<file path="src/rtl/core/kpd_pkg.sv">
// Shared constants, types and the div3 helper of the knock pattern detector.
`default_nettype none
package kpd_pkg;

    localparam int STORE_DEPTH = 128;
    localparam int WIN_LEN     = 4;
    localparam int ADDR_W      = $clog2(STORE_DEPTH);
    localparam int FILL_W      = $clog2(STORE_DEPTH + 1);
    localparam int SAMPLE_W    = 8;
    localparam int WAIT_W      = 10;
    localparam int CFG_IDX_W   = 3;
    localparam int CFG_DATA_W  = 10;

    localparam logic [WAIT_W-1:0]   LISTEN_WAIT_RST  = 10'd500;
    localparam logic [7:0]          KEEP_THR_RST     = 8'd80;
    localparam logic [7:0]          HIT_THR_RST      = 8'd70;
    localparam logic [7:0]          SEG_LEN_RST      = 8'd50;
    localparam logic [FILL_W-1:0]   FILL_RST         = FILL_W'(2);
    localparam logic [7:0]          KNOCK_MAX        = 8'd254;
    localparam logic [7:0]          HIT_CODE         = 8'd255;
    localparam logic [7:0]          ZERO_CODE        = 8'd0;

    typedef enum logic [CFG_IDX_W-1:0] {
        CFG_LISTEN_WAIT = 3'd0,
        CFG_KEEP_THR    = 3'd1,
        CFG_HIT_THR     = 3'd2,
        CFG_SEG_LEN     = 3'd3
    } cfg_idx_t;

    typedef enum logic [8:0] {
        ST_IDLE      = 9'b000000001,
        ST_DECIDE    = 9'b000000010,
        ST_MAX_RD    = 9'b000000100,
        ST_MAX_DRAIN = 9'b000001000,
        ST_LOAD_TH   = 9'b000010000,
        ST_CNT_RD    = 9'b000100000,
        ST_CNT_DRAIN = 9'b001000000,
        ST_CNT_FINAL = 9'b010000000,
        ST_DONE      = 9'b100000000
    } state_t;

    typedef enum logic [1:0] {
        RES_ZERO  = 2'd0,
        RES_HIT   = 2'd1,
        RES_COUNT = 2'd2
    } res_sel_t;

    typedef struct packed {
        logic sample_step;
        logic restart;
        logic count_init;
        logic addr_clr;
        logic rd_en;
        logic rd_count;
        logic load_th;
        logic final_eval;
    } cmd_t;

    typedef struct packed {
        logic       hit;
        logic       silence_zero;
        logic       addr_last;
        logic [7:0] count;
    } status_t;

    // Floor of x / 3 for 8-bit x by a reciprocal multiply; exact over the range.
    function automatic logic [7:0] div3(input logic [7:0] x);
        logic [15:0] prod;
        prod = 16'(x) * 16'd171;
        return {1'b0, prod[15:9]};
    endfunction

endpackage
`default_nettype wire

</file>
<file path="src/rtl/core/knock_pattern_detector_unit.sv">
// Top level of the knock pattern detector: controller and datapath.
//
// Input channel (in_valid/in_ready, kind, sample): kind 0 carries an amplitude
// sample, kind 1 restarts listening. Every sample item yields one result item
// on the output channel (out_valid/out_ready, result_code); a restart yields none.
// result_code is 255 for a hit, the knock count (0 to 254) once silence has run
// out, and 0 otherwise.
// A knock count scans the stored peaks (2 to 128) twice through the store's single
// read port, one entry a cycle: once for the maximum, once for the rises.
// One item is in work at a time; in_ready is high only while the block is idle.
// A new item is accepted while an earlier result still waits in the output register;
// if the receiver stalls, a finished result holds the block until the output register
// frees. Reset restores the register defaults and the restart state. Configuration
// (cfg_we, cfg_index, cfg_data) is to be written by the user only while the block
// is idle; the block itself does not enforce this.
`default_nettype none
module knock_pattern_detector_unit (
    input  wire logic                             clk,
    input  wire logic                             rst_n,
    input  wire logic                             in_valid,
    output logic                                  in_ready,
    input  wire logic                             kind,
    input  wire logic [kpd_pkg::SAMPLE_W-1:0]     sample,
    output logic                                  out_valid,
    input  wire logic                             out_ready,
    output logic [7:0]                            result_code,
    input  wire logic                             cfg_we,
    input  wire logic [kpd_pkg::CFG_IDX_W-1:0]    cfg_index,
    input  wire logic [kpd_pkg::CFG_DATA_W-1:0]   cfg_data
);

    kpd_pkg::cmd_t    cmd;
    kpd_pkg::status_t status;

    kpd_controller u_ctrl (
        .clk         (clk),
        .rst_n       (rst_n),
        .in_valid    (in_valid),
        .in_ready    (in_ready),
        .kind        (kind),
        .out_valid   (out_valid),
        .out_ready   (out_ready),
        .result_code (result_code),
        .cmd         (cmd),
        .status      (status)
    );

    kpd_datapath u_dp (
        .clk       (clk),
        .rst_n     (rst_n),
        .cfg_we    (cfg_we),
        .cfg_index (cfg_index),
        .cfg_data  (cfg_data),
        .sample    (sample),
        .cmd       (cmd),
        .status    (status)
    );

endmodule
`default_nettype wire

</file>
<file path="src/rtl/core/kpd_datapath.sv">
// Datapath: configuration, segment and silence tracking, peak store and knock counting.
`default_nettype none
module kpd_datapath (
    input  wire logic                             clk,
    input  wire logic                             rst_n,
    input  wire logic                             cfg_we,
    input  wire logic [kpd_pkg::CFG_IDX_W-1:0]    cfg_index,
    input  wire logic [kpd_pkg::CFG_DATA_W-1:0]   cfg_data,
    input  wire logic [kpd_pkg::SAMPLE_W-1:0]     sample,
    input  wire kpd_pkg::cmd_t                    cmd,
    output kpd_pkg::status_t                      status
);

    logic [kpd_pkg::WAIT_W-1:0]  listen_wait_reg;
    logic [7:0]                  keep_thr_reg;
    logic [7:0]                  hit_thr_reg;
    logic [7:0]                  seg_len_reg;

    logic [kpd_pkg::WAIT_W-1:0]  silence_reg, silence_next;
    logic [7:0]                  seg_cnt_reg, seg_cnt_next;
    logic [7:0]                  peak_reg, peak_next;
    logic [kpd_pkg::FILL_W-1:0]  fill_reg, fill_next;
    logic [7:0]                  win_reg [kpd_pkg::WIN_LEN];
    logic [7:0]                  win_next [kpd_pkg::WIN_LEN];
    logic                        hit_reg, hit_next;
    logic                        seg_end;
    logic                        store_wr;
    logic [kpd_pkg::WAIT_W-1:0]  silence_load;

    logic [7:0]                  mem [kpd_pkg::STORE_DEPTH];
    logic [kpd_pkg::ADDR_W-1:0]  addr_reg;
    logic [kpd_pkg::ADDR_W-1:0]  fill_last;
    logic [7:0]                  rdata_reg;
    logic                        rvalid_reg;
    logic                        rcount_reg;
    logic                        rzero_reg;
    logic [7:0]                  rd_word;

    logic [7:0]                  top_reg;
    logic [7:0]                  th_reg;
    logic [7:0]                  x_reg, y_reg;
    logic [1:0]                  seen_reg;
    logic [7:0]                  count_reg;

    logic                        eval_en;
    logic                        has_c;
    logic [7:0]                  ev_c;
    logic signed [9:0]           d_ab, d_ac, d_sel;
    logic signed [9:0]           half_s, th_s;
    logic                        knock;

    // Configuration registers.
    always_ff @(posedge clk or negedge rst_n)
    begin
        if (!rst_n)
        begin
            listen_wait_reg <= kpd_pkg::LISTEN_WAIT_RST;
            keep_thr_reg    <= kpd_pkg::KEEP_THR_RST;
            hit_thr_reg     <= kpd_pkg::HIT_THR_RST;
            seg_len_reg     <= kpd_pkg::SEG_LEN_RST;
        end
        else if (cfg_we)
        begin
            case (cfg_index)
                kpd_pkg::CFG_LISTEN_WAIT: listen_wait_reg <= cfg_data[kpd_pkg::WAIT_W-1:0];
                kpd_pkg::CFG_KEEP_THR:    keep_thr_reg    <= cfg_data[7:0];
                kpd_pkg::CFG_HIT_THR:     hit_thr_reg     <= cfg_data[7:0];
                kpd_pkg::CFG_SEG_LEN:     seg_len_reg     <= cfg_data[7:0];
                default:                  ;
            endcase
        end
    end

    // Per-sample update of the segment, window and silence state.
    always_comb
    begin
        seg_cnt_next = seg_cnt_reg + 8'd1;
        seg_end      = (seg_cnt_next == seg_len_reg);
        if (seg_end)
        begin
            seg_cnt_next = 8'd0;
        end
        store_wr  = seg_end && (fill_reg < kpd_pkg::FILL_W'(kpd_pkg::STORE_DEPTH));
        fill_next = store_wr ? fill_reg + kpd_pkg::FILL_W'(1) : fill_reg;

        for (int i = 0; i < kpd_pkg::WIN_LEN; i++)
        begin
            win_next[i] = win_reg[i];
        end
        hit_next = 1'b0;
        if (seg_end)
        begin
            for (int i = 0; i < kpd_pkg::WIN_LEN - 1; i++)
            begin
                win_next[i] = win_reg[i + 1];
            end
            win_next[kpd_pkg::WIN_LEN - 1] = peak_reg;
            hit_next = 1'b1;
            for (int i = 0; i < kpd_pkg::WIN_LEN; i++)
            begin
                if (win_next[i] < hit_thr_reg)
                begin
                    hit_next = 1'b0;
                end
            end
        end

        if (seg_end)
        begin
            peak_next = sample;
        end
        else
        begin
            peak_next = (sample > peak_reg) ? sample : peak_reg;
        end

        silence_load = (sample > keep_thr_reg) ? listen_wait_reg : silence_reg;
        silence_next = (silence_load != '0) ? silence_load - kpd_pkg::WAIT_W'(1) : '0;
    end

    always_ff @(posedge clk or negedge rst_n)
    begin
        if (!rst_n)
        begin
            silence_reg <= kpd_pkg::LISTEN_WAIT_RST;
            seg_cnt_reg <= '0;
            peak_reg    <= '0;
            fill_reg    <= kpd_pkg::FILL_RST;
            hit_reg     <= 1'b0;
            for (int i = 0; i < kpd_pkg::WIN_LEN; i++)
            begin
                win_reg[i] <= '0;
            end
        end
        else if (cmd.restart)
        begin
            silence_reg <= listen_wait_reg;
            seg_cnt_reg <= '0;
            peak_reg    <= '0;
            fill_reg    <= kpd_pkg::FILL_RST;
            hit_reg     <= 1'b0;
            for (int i = 0; i < kpd_pkg::WIN_LEN; i++)
            begin
                win_reg[i] <= '0;
            end
        end
        else if (cmd.sample_step)
        begin
            silence_reg <= silence_next;
            seg_cnt_reg <= seg_cnt_next;
            peak_reg    <= peak_next;
            fill_reg    <= fill_next;
            hit_reg     <= hit_next;
            for (int i = 0; i < kpd_pkg::WIN_LEN; i++)
            begin
                win_reg[i] <= win_next[i];
            end
        end
    end

    // Peak store. Entries 0 and 1 are never written; they read as zero.
    always_ff @(posedge clk)
    begin
        if (cmd.sample_step && store_wr)
        begin
            mem[fill_reg[kpd_pkg::ADDR_W-1:0]] <= peak_reg;
        end
    end

    always_ff @(posedge clk)
    begin
        if (cmd.rd_en)
        begin
            rdata_reg <= mem[addr_reg];
        end
    end

    assign fill_last = kpd_pkg::ADDR_W'(fill_reg - kpd_pkg::FILL_W'(1));

    always_ff @(posedge clk or negedge rst_n)
    begin
        if (!rst_n)
        begin
            addr_reg   <= '0;
            rvalid_reg <= 1'b0;
            rcount_reg <= 1'b0;
            rzero_reg  <= 1'b0;
        end
        else
        begin
            rvalid_reg <= cmd.rd_en;
            rcount_reg <= cmd.rd_count;
            rzero_reg  <= (addr_reg < kpd_pkg::ADDR_W'(2));
            if (cmd.count_init || cmd.addr_clr)
            begin
                addr_reg <= '0;
            end
            else if (cmd.rd_en)
            begin
                addr_reg <= addr_reg + kpd_pkg::ADDR_W'(1);
            end
        end
    end

    assign rd_word = rzero_reg ? 8'd0 : rdata_reg;

    // Pair test: rise x to y; if over th/2, a further rise to the next entry adds on.
    always_comb
    begin
        has_c   = rvalid_reg && rcount_reg && (seen_reg == 2'd2);
        eval_en = has_c || cmd.final_eval;
        ev_c    = rd_word;
        half_s  = $signed({3'b000, th_reg[7:1]});
        th_s    = $signed({2'b00, th_reg});
        d_ab    = $signed({2'b00, y_reg}) - $signed({2'b00, x_reg});
        d_ac    = $signed({2'b00, ev_c}) - $signed({2'b00, x_reg});
        if (has_c && (d_ab > half_s) && (ev_c > y_reg))
        begin
            d_sel = d_ac;
        end
        else
        begin
            d_sel = d_ab;
        end
        knock = eval_en && (d_sel > th_s) && (count_reg < kpd_pkg::KNOCK_MAX);
    end

    always_ff @(posedge clk or negedge rst_n)
    begin
        if (!rst_n)
        begin
            top_reg   <= '0;
            th_reg    <= '0;
            seen_reg  <= '0;
            count_reg <= '0;
        end
        else
        begin
            if (cmd.count_init)
            begin
                top_reg   <= '0;
                seen_reg  <= '0;
                count_reg <= '0;
            end
            else
            begin
                if (rvalid_reg && !rcount_reg && (rd_word > top_reg))
                begin
                    top_reg <= rd_word;
                end
                if (rvalid_reg && rcount_reg && (seen_reg != 2'd2))
                begin
                    seen_reg <= seen_reg + 2'd1;
                end
                if (knock)
                begin
                    count_reg <= count_reg + 8'd1;
                end
            end
            if (cmd.load_th)
            begin
                th_reg <= kpd_pkg::div3(top_reg);
            end
        end
    end

    always_ff @(posedge clk)
    begin
        if (rvalid_reg && rcount_reg)
        begin
            x_reg <= y_reg;
            y_reg <= rd_word;
        end
    end

    assign status.hit          = hit_reg;
    assign status.silence_zero = (silence_reg == '0);
    assign status.addr_last    = (addr_reg == fill_last);
    assign status.count        = count_reg;

    ap_fill_range: assert property (@(posedge clk) disable iff (!rst_n)
        (fill_reg >= kpd_pkg::FILL_RST) &&
        (fill_reg <= kpd_pkg::FILL_W'(kpd_pkg::STORE_DEPTH)))
        else $error("store fill out of range");

    ap_count_sat: assert property (@(posedge clk) disable iff (!rst_n)
        count_reg <= kpd_pkg::KNOCK_MAX)
        else $error("knock count above saturation");

    ap_restart_fill: assert property (@(posedge clk) disable iff (!rst_n)
        cmd.restart |=> (fill_reg == kpd_pkg::FILL_RST) && (seg_cnt_reg == 8'd0))
        else $error("restart did not clear the store fill");

endmodule
`default_nettype wire

</file>
<file path="src/rtl/core/kpd_controller.sv">
// Controller: item handshake, count sequencing and the output register.
`default_nettype none
module kpd_controller (
    input  wire logic                 clk,
    input  wire logic                 rst_n,
    input  wire logic                 in_valid,
    output logic                      in_ready,
    input  wire logic                 kind,
    output logic                      out_valid,
    input  wire logic                 out_ready,
    output logic [7:0]                result_code,
    output kpd_pkg::cmd_t             cmd,
    input  wire kpd_pkg::status_t     status
);

    kpd_pkg::state_t   state_reg, state_next;
    kpd_pkg::res_sel_t sel_reg, sel_next;
    logic              out_valid_reg, out_valid_next;
    logic [7:0]        code_reg, code_next;
    logic              in_acc;
    logic              out_free;

    assign in_ready = (state_reg == kpd_pkg::ST_IDLE);
    assign in_acc   = in_valid && in_ready;
    assign out_free = !out_valid_reg || out_ready;

    always_comb
    begin
        state_next     = state_reg;
        sel_next       = sel_reg;
        out_valid_next = out_valid_reg && !out_ready;
        code_next      = code_reg;
        cmd            = '0;

        case (state_reg)
            kpd_pkg::ST_IDLE:
            begin
                if (in_acc)
                begin
                    if (kind)
                    begin
                        cmd.restart = 1'b1;
                    end
                    else
                    begin
                        cmd.sample_step = 1'b1;
                        state_next      = kpd_pkg::ST_DECIDE;
                    end
                end
            end
            kpd_pkg::ST_DECIDE:
            begin
                if (status.hit)
                begin
                    sel_next   = kpd_pkg::RES_HIT;
                    state_next = kpd_pkg::ST_DONE;
                end
                else if (status.silence_zero)
                begin
                    sel_next       = kpd_pkg::RES_COUNT;
                    cmd.count_init = 1'b1;
                    state_next     = kpd_pkg::ST_MAX_RD;
                end
                else
                begin
                    sel_next   = kpd_pkg::RES_ZERO;
                    state_next = kpd_pkg::ST_DONE;
                end
            end
            kpd_pkg::ST_MAX_RD:
            begin
                cmd.rd_en = 1'b1;
                if (status.addr_last)
                begin
                    state_next = kpd_pkg::ST_MAX_DRAIN;
                end
            end
            kpd_pkg::ST_MAX_DRAIN:
            begin
                state_next = kpd_pkg::ST_LOAD_TH;
            end
            kpd_pkg::ST_LOAD_TH:
            begin
                cmd.load_th  = 1'b1;
                cmd.addr_clr = 1'b1;
                state_next   = kpd_pkg::ST_CNT_RD;
            end
            kpd_pkg::ST_CNT_RD:
            begin
                cmd.rd_en    = 1'b1;
                cmd.rd_count = 1'b1;
                if (status.addr_last)
                begin
                    state_next = kpd_pkg::ST_CNT_DRAIN;
                end
            end
            kpd_pkg::ST_CNT_DRAIN:
            begin
                state_next = kpd_pkg::ST_CNT_FINAL;
            end
            kpd_pkg::ST_CNT_FINAL:
            begin
                // The last pair has no entry after it.
                cmd.final_eval = 1'b1;
                state_next     = kpd_pkg::ST_DONE;
            end
            kpd_pkg::ST_DONE:
            begin
                if (out_free)
                begin
                    out_valid_next = 1'b1;
                    case (sel_reg)
                        kpd_pkg::RES_HIT:   code_next = kpd_pkg::HIT_CODE;
                        kpd_pkg::RES_COUNT: code_next = status.count;
                        default:            code_next = kpd_pkg::ZERO_CODE;
                    endcase
                    state_next = kpd_pkg::ST_IDLE;
                end
            end
            default:
            begin
                state_next = kpd_pkg::ST_IDLE;
            end
        endcase
    end

    always_ff @(posedge clk or negedge rst_n)
    begin
        if (!rst_n)
        begin
            state_reg     <= kpd_pkg::ST_IDLE;
            sel_reg       <= kpd_pkg::RES_ZERO;
            out_valid_reg <= 1'b0;
        end
        else
        begin
            state_reg     <= state_next;
            sel_reg       <= sel_next;
            out_valid_reg <= out_valid_next;
        end
    end

    always_ff @(posedge clk)
    begin
        code_reg <= code_next;
    end

    assign out_valid   = out_valid_reg;
    assign result_code = code_reg;

    ap_sample_decide: assert property (@(posedge clk) disable iff (!rst_n)
        (in_acc && !kind) |=> (state_reg == kpd_pkg::ST_DECIDE))
        else $error("accepted sample did not reach the decision step");

    ap_restart_idle: assert property (@(posedge clk) disable iff (!rst_n)
        (in_acc && kind) |=> (state_reg == kpd_pkg::ST_IDLE))
        else $error("restart left the idle state");

    ap_done_load: assert property (@(posedge clk) disable iff (!rst_n)
        ((state_reg == kpd_pkg::ST_DONE) && out_free) |=>
        (out_valid_reg && (state_reg == kpd_pkg::ST_IDLE)))
        else $error("finished item was not loaded into the output register");

    ap_max_drain: assert property (@(posedge clk) disable iff (!rst_n)
        ((state_reg == kpd_pkg::ST_MAX_RD) && status.addr_last) |=>
        (state_reg == kpd_pkg::ST_MAX_DRAIN))
        else $error("maximum scan overran the store fill");

endmodule
`default_nettype wire

</file>
<file path="config.mk">
export PLATFORM = sky130hd
export DESIGN_NAME = knock_pattern_detector_unit
export DESIGN_NICKNAME = d
export VERILOG_FILES = /design/src/rtl/core/kpd_pkg.sv /design/src/rtl/core/knock_pattern_detector_unit.sv /design/src/rtl/core/kpd_datapath.sv /design/src/rtl/core/kpd_controller.sv
export SDC_FILE = /design/constraint.sdc
export NUM_CORES = 1
export LEC_CHECK = 0
export BUFFER_PORTS_ARGS = -buffer_cell sky130_fd_sc_hd__buf_2
export CAP_MARGIN = 20
export CORE_ASPECT_RATIO = 1.4
export CORE_MARGIN = 10
export CORE_UTILIZATION = 30
export CTS_CLUSTER_DIAMETER = 30
export DETAILED_ROUTE_END_ITERATION = 16
export PLACE_DENSITY = 0.52
export SLEW_MARGIN = 10
export SYNTH_ARGS = -nofsm -noshare
export SYNTH_HDL_FRONTEND = slang
export SYNTH_HIERARCHICAL = 1
export SYNTH_SLANG_ARGS = --single-unit
</file>
<file path="constraint.sdc">
create_clock -name clk -period 4.5 [get_ports clk]
set_clock_uncertainty 0.15 [all_clocks]
set_input_delay 0.225 -clock clk [delete_from_list [all_inputs] [get_ports clk]]
set_output_delay 0.225 -clock clk [all_outputs]
set_load 0.1 [all_outputs]
</file>
==> impl_results.md, run 1 <==
- Max Cap Viol: 0
- Final WL: 129000 um
- Leakage: 21.4 nW
- Ratio of cells with drive above 1 in the final layout: 30.8%
- Top cell type by total area after synthesis: edfxtp_1
- # nets final: 3463
- Register area share after synthesis: 68.8%
- Unrepaired setup endpoints after global routing: yes
- Top_reg_cell synth: edfxtp_1
- Max-slew violations: 0
- Drt pass-1 iters: 5
- Largest net degree at the start of global routing: 96
- Max reg flops: 1024
- Async set-reset flop share out of synthesis: 11.7%
- Placed inst area: 55900 um2
- Die W: 369 um
- Initial antenna violation count: 1
- FMAX: 199 MHz
- Clock-pin slew on the worst setup and hold paths: 50 ps
- Startpoint type of the worst setup path: flop
- Longest Clk Path Bufs: 3
- Total power: 34.9 mW
- Syn_area_per_cell: 17.8 um2
- First-pass GRT wire length: 193000 um
- Port buffer count: 36
- Post-route cell area: 62700 um2
- Ports: 37
- Fill count: 15.9k
- Worst Tran Pin Value: 1130 ps
- Post-synth EDFFs: 1056
- GPL Wtd Cong: 0.791
- Crit path cell chain: ha_2 > fa_2 > nor2b_2 > o21a_1 > nor2_1 > xnor2_1 > ha_1 > a211o_1 > a31oi_1 > o22a_1 > a211oi_4 > buf_6 > mux2_4 > ha_4 > o21a_1 > o31ai_2 > a21oi_1 > o31ai_2 > buf_4 > a31o_4 > nor4_4 > mux2_4
- CTS sink cnt: 1196
- Violated checks: setup timing
- Starting DRC count in detailed routing: 1563
- Post-synthesis cell count: 2871
- CTS root buffer: clkbuf_16
- Detail Placement HPWL: 82800 um
- CP Max Fanout: 6
- Skew-Pair Late Insertion Delay: 790 ps
- Period minus WS final: 5030 ps
- Pwr per Cell Area: 556 nW/um2
- Full die area: 188000 um2
- Worst setup EP type: flop
- Wire per inst: 22.6 um
- # DRC: 0
- Syn nets: 3051
- Critical setup path kind: reg -> reg
- Maximum VDD drop: 0.436 mV
- Place WS: -709 ps
- Via density: 4.76
- CTS Buf Count: 179
- Worst EP arrival: 5520 ps
- CP max stage delay: 390 ps
- Worst min path class: in -> async
- DR vias: 27.1k
- Initial Utilization: 30.2%
- Post-route setup slack: -528 ps
- Status: finished, violations left
- Remaining Overflow, GRT: 0
- CP required: 5000 ps
- DIE HEIGHT: 509 um
- GRT Util Overall: 13.7%
- H-tree lvl count: 4
- CTS tree: done
- Layout area overhead: 22.6%
- Relative slew margins: 24.6%
- Vias in the first global route: 29.3k
- Largest cells by area after synthesis: edfxtp_1 (62%), mux4_2 (14%), dfrtp_1 (5.8%), ha_1 (3.4%), nor2_1 (1.6%)
- Hold Violations, Final: 0
- Mapped cell area: 51200 um2
- Synth Warn #: 6
- Antenna-violating nets left: 0
- Final period utilization: 112%
- Final setup vio count: 8
- Core area: 170000 um2
- #FFs+latches synth: 1196
- Top cell type's share of synthesized area: 61.9%
- Count of cell types in the netlist: 81
- CP max stage cell: edfxtp_1
- # rows: 179
-- final timing paths --
check                         startpoint                end  slack, ps  cells after the start
hold reg to reg            u_dp/y_reg[7]      u_dp/x_reg[7]        330                      0
max in group asynchronous          rst_n   u_dp/peak_reg[3]       3570                      3
setup reg to reg           u_dp/x_reg[0]  u_dp/count_reg[6]       -530                     22
min in group clk               sample[4]   u_dp/peak_reg[4]        160                      4
setup / recovery           u_dp/x_reg[0]  u_dp/count_reg[6]       -530                     22
hold / removal                     rst_n   u_dp/fill_reg[1]         40                      2
-- worst max-delay path, delay by kind of cell, from the launching register on --
| kind | cells | cell delay [ps] |
|---|---|---|
| flip-flops | 1 | 390 |
| AND/OR/NAND/NOR | 3 | 470 |
| multiplexers | 2 | 630 |
| adder cells (fa/ha/maj) | 4 | 1120 |
| AO/OA/AOI/OAI | 10 | 1630 |
| buffers and inverters | 2 | 310 |
| XOR/XNOR | 1 | 210 |
-- cells in the final DEF (no fill, tap or decap), types with 11 or more instances in the layout --
master | netlist | final
inv_6 | 0 | 21
a221o_1 | 11 | 11
nand3_1 | 31 | 30
dfstp_2 | 22 | 22
nand2b_1 | 26 | 26
nand4_1 | 15 | 15
ha_1 | 139 | 135
dfrtp_4 | 0 | 12
dlygate4sd3_1 | 0 | 46
clkinv_2 | 0 | 23
clkinvlp_4 | 0 | 19
buf_12 | 1 | 14
clkinv_4 | 0 | 21
fa_1 | 14 | 13
xnor2_1 | 34 | 34
clkbuf_16 | 0 | 182
bufinv_16 | 0 | 19
edfxtp_1 | 1056 | 1056
a211oi_1 | 13 | 12
inv_1 | 101 | 101
nor3_1 | 18 | 18
xor2_1 | 24 | 24
dfrtp_1 | 118 | 105
nor2b_1 | 43 | 42
clkinv_1 | 1 | 15
buf_2 | 38 | 35
mux4_2 | 310 | 310
a21o_1 | 15 | 15
o21ai_0 | 62 | 60
nand2_1 | 124 | 124
nor3b_1 | 15 | 14
buf_4 | 11 | 266
nor2_1 | 220 | 218
mux2i_1 | 44 | 44
clkbuf_1 | 71 | 18
a21oi_1 | 89 | 88
mux2_2 | 41 | 38
-- metrics by stage --
stage	setup TNS (ps)	hold WS, ps	util (%)	std cells
floorplan	-759	-221	-	2871
global placement	-4770	228	32.9	5306
detailed placement	-5110	228	32.9	5306
CTS	-3190	1.09	36.9	5691
global route	-6230	48.1	37.0	5698
finish	-3610	44.6	37.0	5698
-- routing by layer --
layer  up-vias  track usage, %  share of wire (%)
met5         -               0                  0
met4         0            4.77                3.0
met3       200            2.05                3.1
met2       485            25.5                 55
met1     14200            15.7                 39
li1      12200               -                  -
-- area by class of cell --
type                            instances  area (um2)  share of cell area (%)
Inverter                              102         383                   0.610
Timing Repair Buffer                  366        3000                    4.78
Tap cell                             2262        2830                    4.51
Multi-Input combinational cell       1438       15100                    24.1
Clock inverter                        130        1440                    2.29
Sequential cell                      1196       35300                    56.2
Antenna cell                            1        2.50                 0.00399
Clock buffer                          203        4660                    7.43
-- synthesized netlist by cell type (15+ instances only) --
cell type     n
dfstp_2      22
dfrtp_1     118
edfxtp_1   1056
nor2b_1      43
a21oi_1      89
inv_1       101
nor3b_1      15
o21ai_0      62
mux2_2       41
mux4_2      310
nand4_1      15
buf_2        38
ha_1        139
a21o_1       15
nand2_1     124
nand2b_1     26
xnor2_1      34
nand3_1      31
mux2i_1      44
nor2_1      220
nor3_1       18
xor2_1       24
clkbuf_1     71
-- what timing repair did --
| item | CTS | global route |
|---|---|---|
| hold buffers | 47 | 0 |
| pin swaps | 11 | 14 |
| endpoints found under the setup margin | 8 | 10 |
| gates resized for setup | 12 | 13 |
| setup buffers | 5 | 5 |
| endpoints found under the hold margin | 140 | 0 |
| gates cloned | 0 | 0 |
-- power breakdown --
group          internal (mW)  total [mW]  switching (mW)
clock                   8.65        13.9            5.27
combinational           2.68        6.45            3.77
sequential              13.8        14.5           0.681
total                   25.2        34.9            9.72
-- cells by family after synthesis --
| group | Yosys count | synth area share, % |
|---|---|---|
| compound gates | 265 | 3.26 |
| fa+ha+maj | 153 | 3.94 |
| mux | 399 | 15.5 |
| flops | 1196 | 68.8 |
| simple gates | 561 | 5.40 |
| buf+inv | 237 | 1.99 |
| xor+xnor | 60 | 1.09 |
Note: power is estimated with default switching activity, not from simulation.
==> run 2, diff against run 1 <==
- CTS_BUF_LIST: default -> sky130_fd_sc_hd__clkbuf_4
==> run 2 against run 1 <==
The flow still finishes with violations (setup timing). Total power is 14% lower. Clock power fell by 35%. Die area is the same. Critical endpoint is now u_dp/count_reg[2]. First-iteration DRC count grew 0.77%. Cell area down 3.2%. Largest cell class unchanged. Routed wire length increased by 0.93%. Worst setup slack better by 84 ps.
==> impl_results.md, run 2 (same netlist as run 1, synthesis figures left out) <==
- Layout area overhead: 18.6% (was 22.6%)
- Post-route setup slack: -444 ps (was -528 ps)
- Die W: 369 um (unchanged)
- Most frequent cells in the layout: edfxtp_1 (1056), clkbuf_4 (447), mux4_2 (310), buf_4 (266), nor2_1 (219) (was edfxtp_1 (1056), mux4_2 (310), buf_4 (266), nor2_1 (218), clkbuf_16 (182))
- GPL Wtd Cong: 0.791 (unchanged)
- Met2 WL: 70500 um (was 70200 um)
- # nets final: 3631 (was 3463)
- Worst Tran Pin Value: 1150 ps (was 1130 ps)
- Longest Clk Path Bufs: 4 (was 3)
- Final setup vio count: 8 (unchanged)
- CP required: 5370 ps (was 5000 ps)
- CTS sink cnt: 1196 (unchanged)
- Final WL: 130000 um (was 129000 um)
- Initial antenna violation count: 2 (was 1)
- Period minus WS final: 4940 ps (was 5030 ps)
- Combinational group share of total power: 21.7% (was 18.5%)
- Unrepaired setup endpoints after global routing: yes (unchanged)
- Startpoint type of the worst setup path: flop (unchanged)
- Ports: 37 (unchanged)
- Placed inst area: 55900 um2 (unchanged)
- Drt pass-1 iters: 5 (unchanged)
- Status: finished, violations left (unchanged)
- Ratio of cells with drive above 1 in the final layout: 33.3% (was 30.8%)
- Post-route cell area: 60700 um2 (was 62700 um2)
- Worst min path class: in -> reg (was in -> async)
- Post-route met1 wirelength: 49600 um (was 50600 um)
- Fraction of power consumed by sequential logic: 48.2% (was 41.6%)
- Clock power share: 30.1% (was 39.9%)
- Skew-Pair Late Insertion Delay: 1200 ps (was 790 ps)
- Met3 wire length: 5300 um (was 3990 um)
- Reg2Reg Depth: 22 (unchanged)
- Highest metal used: met4 (unchanged)
- Vias in the first global route: 30.3k (was 29.3k)
- Relative slew margins: 23.0% (was 24.6%)
- Hold-critical path depth: 5
- Worst hold margin: 252 ps (was 44.6 ps)
- Critical setup path kind: reg -> reg (unchanged)
- Most common cell after layout, fill and taps aside: edfxtp_1 (unchanged)
- Leakage: 20.9 nW (was 21.4 nW)
- Full die area: 188000 um2 (unchanged)
- Max Cap Viol: 0 (unchanged)
- FMAX: 202 MHz (was 199 MHz)
- Hold Violations, Final: 0 (unchanged)
- GRT Util Overall: 13.8% (was 13.7%)
- CP max stage cell: edfxtp_1 (unchanged)
- Remaining Overflow, GRT: 0 (unchanged)
- Violated checks: setup timing (unchanged)
- Largest net degree at the start of global routing: 96 (unchanged)
- Core area: 170000 um2 (unchanged)
- CTS root buffer: clkbuf_4 (was clkbuf_16)
- Max reg flops: 1024 (unchanged)
- CP Max Fanout: 7 (was 6)
- Initial Utilization: 30.2% (unchanged)
- Cell mode on critical path: buf_4
- Max-slew violations: 0 (unchanged)
- Worst EP arrival: 5820 ps (was 5520 ps)
- Detail Placement HPWL: 82800 um (unchanged)
- Maximum VDD drop: 0.339 mV (was 0.436 mV)
- H-tree lvl count: 5 (was 4)
- Pint: 21.3 mW (was 25.2 mW)
- CP max stage delay: 390 ps (about the same)
- Crit path cell chain: ha_2 > fa_2 > nor2b_2 > o21a_1 > nor2_1 > xnor2_1 > ha_1 > a211o_1 > a31oi_1 > o22a_1 > a211oi_4 > buf_4 > buf_4 > o31ai_1 > ha_1 > nand3_1 > o22a_1 > o31ai_2 > buf_4 > a31o_4 > nor4b_4 > mux2_4 (was ha_2 > fa_2 > nor2b_2 > o21a_1 > nor2_1 > xnor2_1 > ha_1 > a211o_1 > a31oi_1 > o22a_1 > a211oi_4 > buf_6 > mux2_4 > ha_4 > o21a_1 > o31ai_2 > a21oi_1 > o31ai_2 > buf_4 > a31o_4 > nor4_4 > mux2_4)
- First-pass GRT wire length: 195000 um (was 193000 um)
- Via density: 4.73 (was 4.76)
- CTS tree: done (unchanged)
- # DRC: 0 (unchanged)
- Fill count: 16.3k (was 15.9k)
- Clock-pin slew on the worst setup and hold paths: 60 ps (was 50 ps)
- DIE HEIGHT: 509 um (unchanged)
- Psw: 8.77 mW (was 9.72 mW)
- DR vias: 28.0k (was 27.1k)
- # rows: 179 (unchanged)
- Pwr per Cell Area: 495 nW/um2 (was 556 nW/um2)
- Worst setup EP type: flop (unchanged)
- Starting DRC count in detailed routing: 1575 (was 1563)
- Switching part of the total: 29.2% (was 27.9%)
- Final period utilization: 110% (was 112%)
- Total power: 30.0 mW (was 34.9 mW)
- Antenna-violating nets left: 0 (unchanged)
- CTS Buf Count: 309 (was 179)
- Wire per inst: 21.9 um (was 22.6 um)
- Port buffer count: 36 (unchanged)
run 2: changes by cell type in the layout (fill, tap and decap cells not counted), sizes merged:
cell,previous run,this run
clkinvlp,19,0
bufinv,19,3
dlygate4sd3,46,87
clkinv,65,69
diode,1,4
inv,129,107
buf,320,317
clkbuf,203,447
run 2: power groups by stage:
stage | clock (mW) | sequential [mW] | combinational, mW
2_1_floorplan | 0 | 15.0 | 3.69
3_3_place_gp | 0 | 14.7 | 6.50
3_5_place_dp | 0 | 14.8 | 6.56
4_1_cts | 9.39 | 14.5 | 6.72
5_1_grt | 10.0 | 14.6 | 7.05
6_report | 9.03 | 14.5 | 6.52
run 2: routing by layer:
metal | up-vias | GRT usage [%]
met2 | 673 | 25.5
met1 | 14400 | 15.4
met3 | 236 | 2.69
met5 | - | 0
li1 | 12700 | -
met4 | 0 | 5.97
run 2: final cells by class:
| type | count | area (um2) | share of cell area, % |
|---|---|---|---|
| Sequential cell | 1196 | 35300 | 58.1 |
| Clock buffer | 447 | 3360 | 5.53 |
| Antenna cell | 4 | 10.0 | 0.0165 |
| Inverter | 102 | 383 | 0.630 |
| Multi-Input combinational cell | 1438 | 15100 | 24.9 |
| Clock inverter | 77 | 388 | 0.639 |
| Timing Repair Buffer | 404 | 3360 | 5.54 |
| Tap cell | 2262 | 2830 | 4.66 |
run 2: through the flow:
step                setup WS, ps  setup TNS (ps)  instances  utilization, %
finish                      -444           -3280       5930            35.8
global route                -797           -6110       5930            35.8
CTS                         -430           -3270       5923            35.7
detailed placement          -709           -5110       5306            32.9
global placement            -656           -4770       5306            32.9
floorplan                   -163            -759       2871               -
run 2: repair_timing:
| action | in CTS | in global routing |
|---|---|---|
| hold buffers | 88 | 0 |
| resized for setup | 11 | 8 |
| hold endpoints to repair | 433 | 0 |
| pin swaps | 11 | 13 |
| setup endpoints to repair | 8 | 10 |
| setup buffers | 5 | 3 |
run 2: worst paths after layout:
path                                from                   to  slack, ps
setup / recovery           u_dp/x_reg[0]    u_dp/count_reg[2]       -440
hold / removal                      kind  u_dp/seg_cnt_reg[1]        250
setup reg to reg           u_dp/x_reg[0]    u_dp/count_reg[2]       -440
hold reg to reg            u_dp/y_reg[6]        u_dp/x_reg[6]        350
max in group asynchronous          rst_n     u_dp/peak_reg[5]       3080
min in group asynchronous          rst_n     u_dp/addr_reg[0]        650
run 2: critical path, delay by kind of cell, from the launching register on:
kind,cells,cell delay [ps]
adder cells (fa/ha/maj),4,1200
AND/OR/NAND/NOR,4,500
buffers and inverters,3,450
AO/OA/AOI/OAI,9,1640
multiplexers,1,320
flip-flops,1,390
XOR/XNOR,1,200
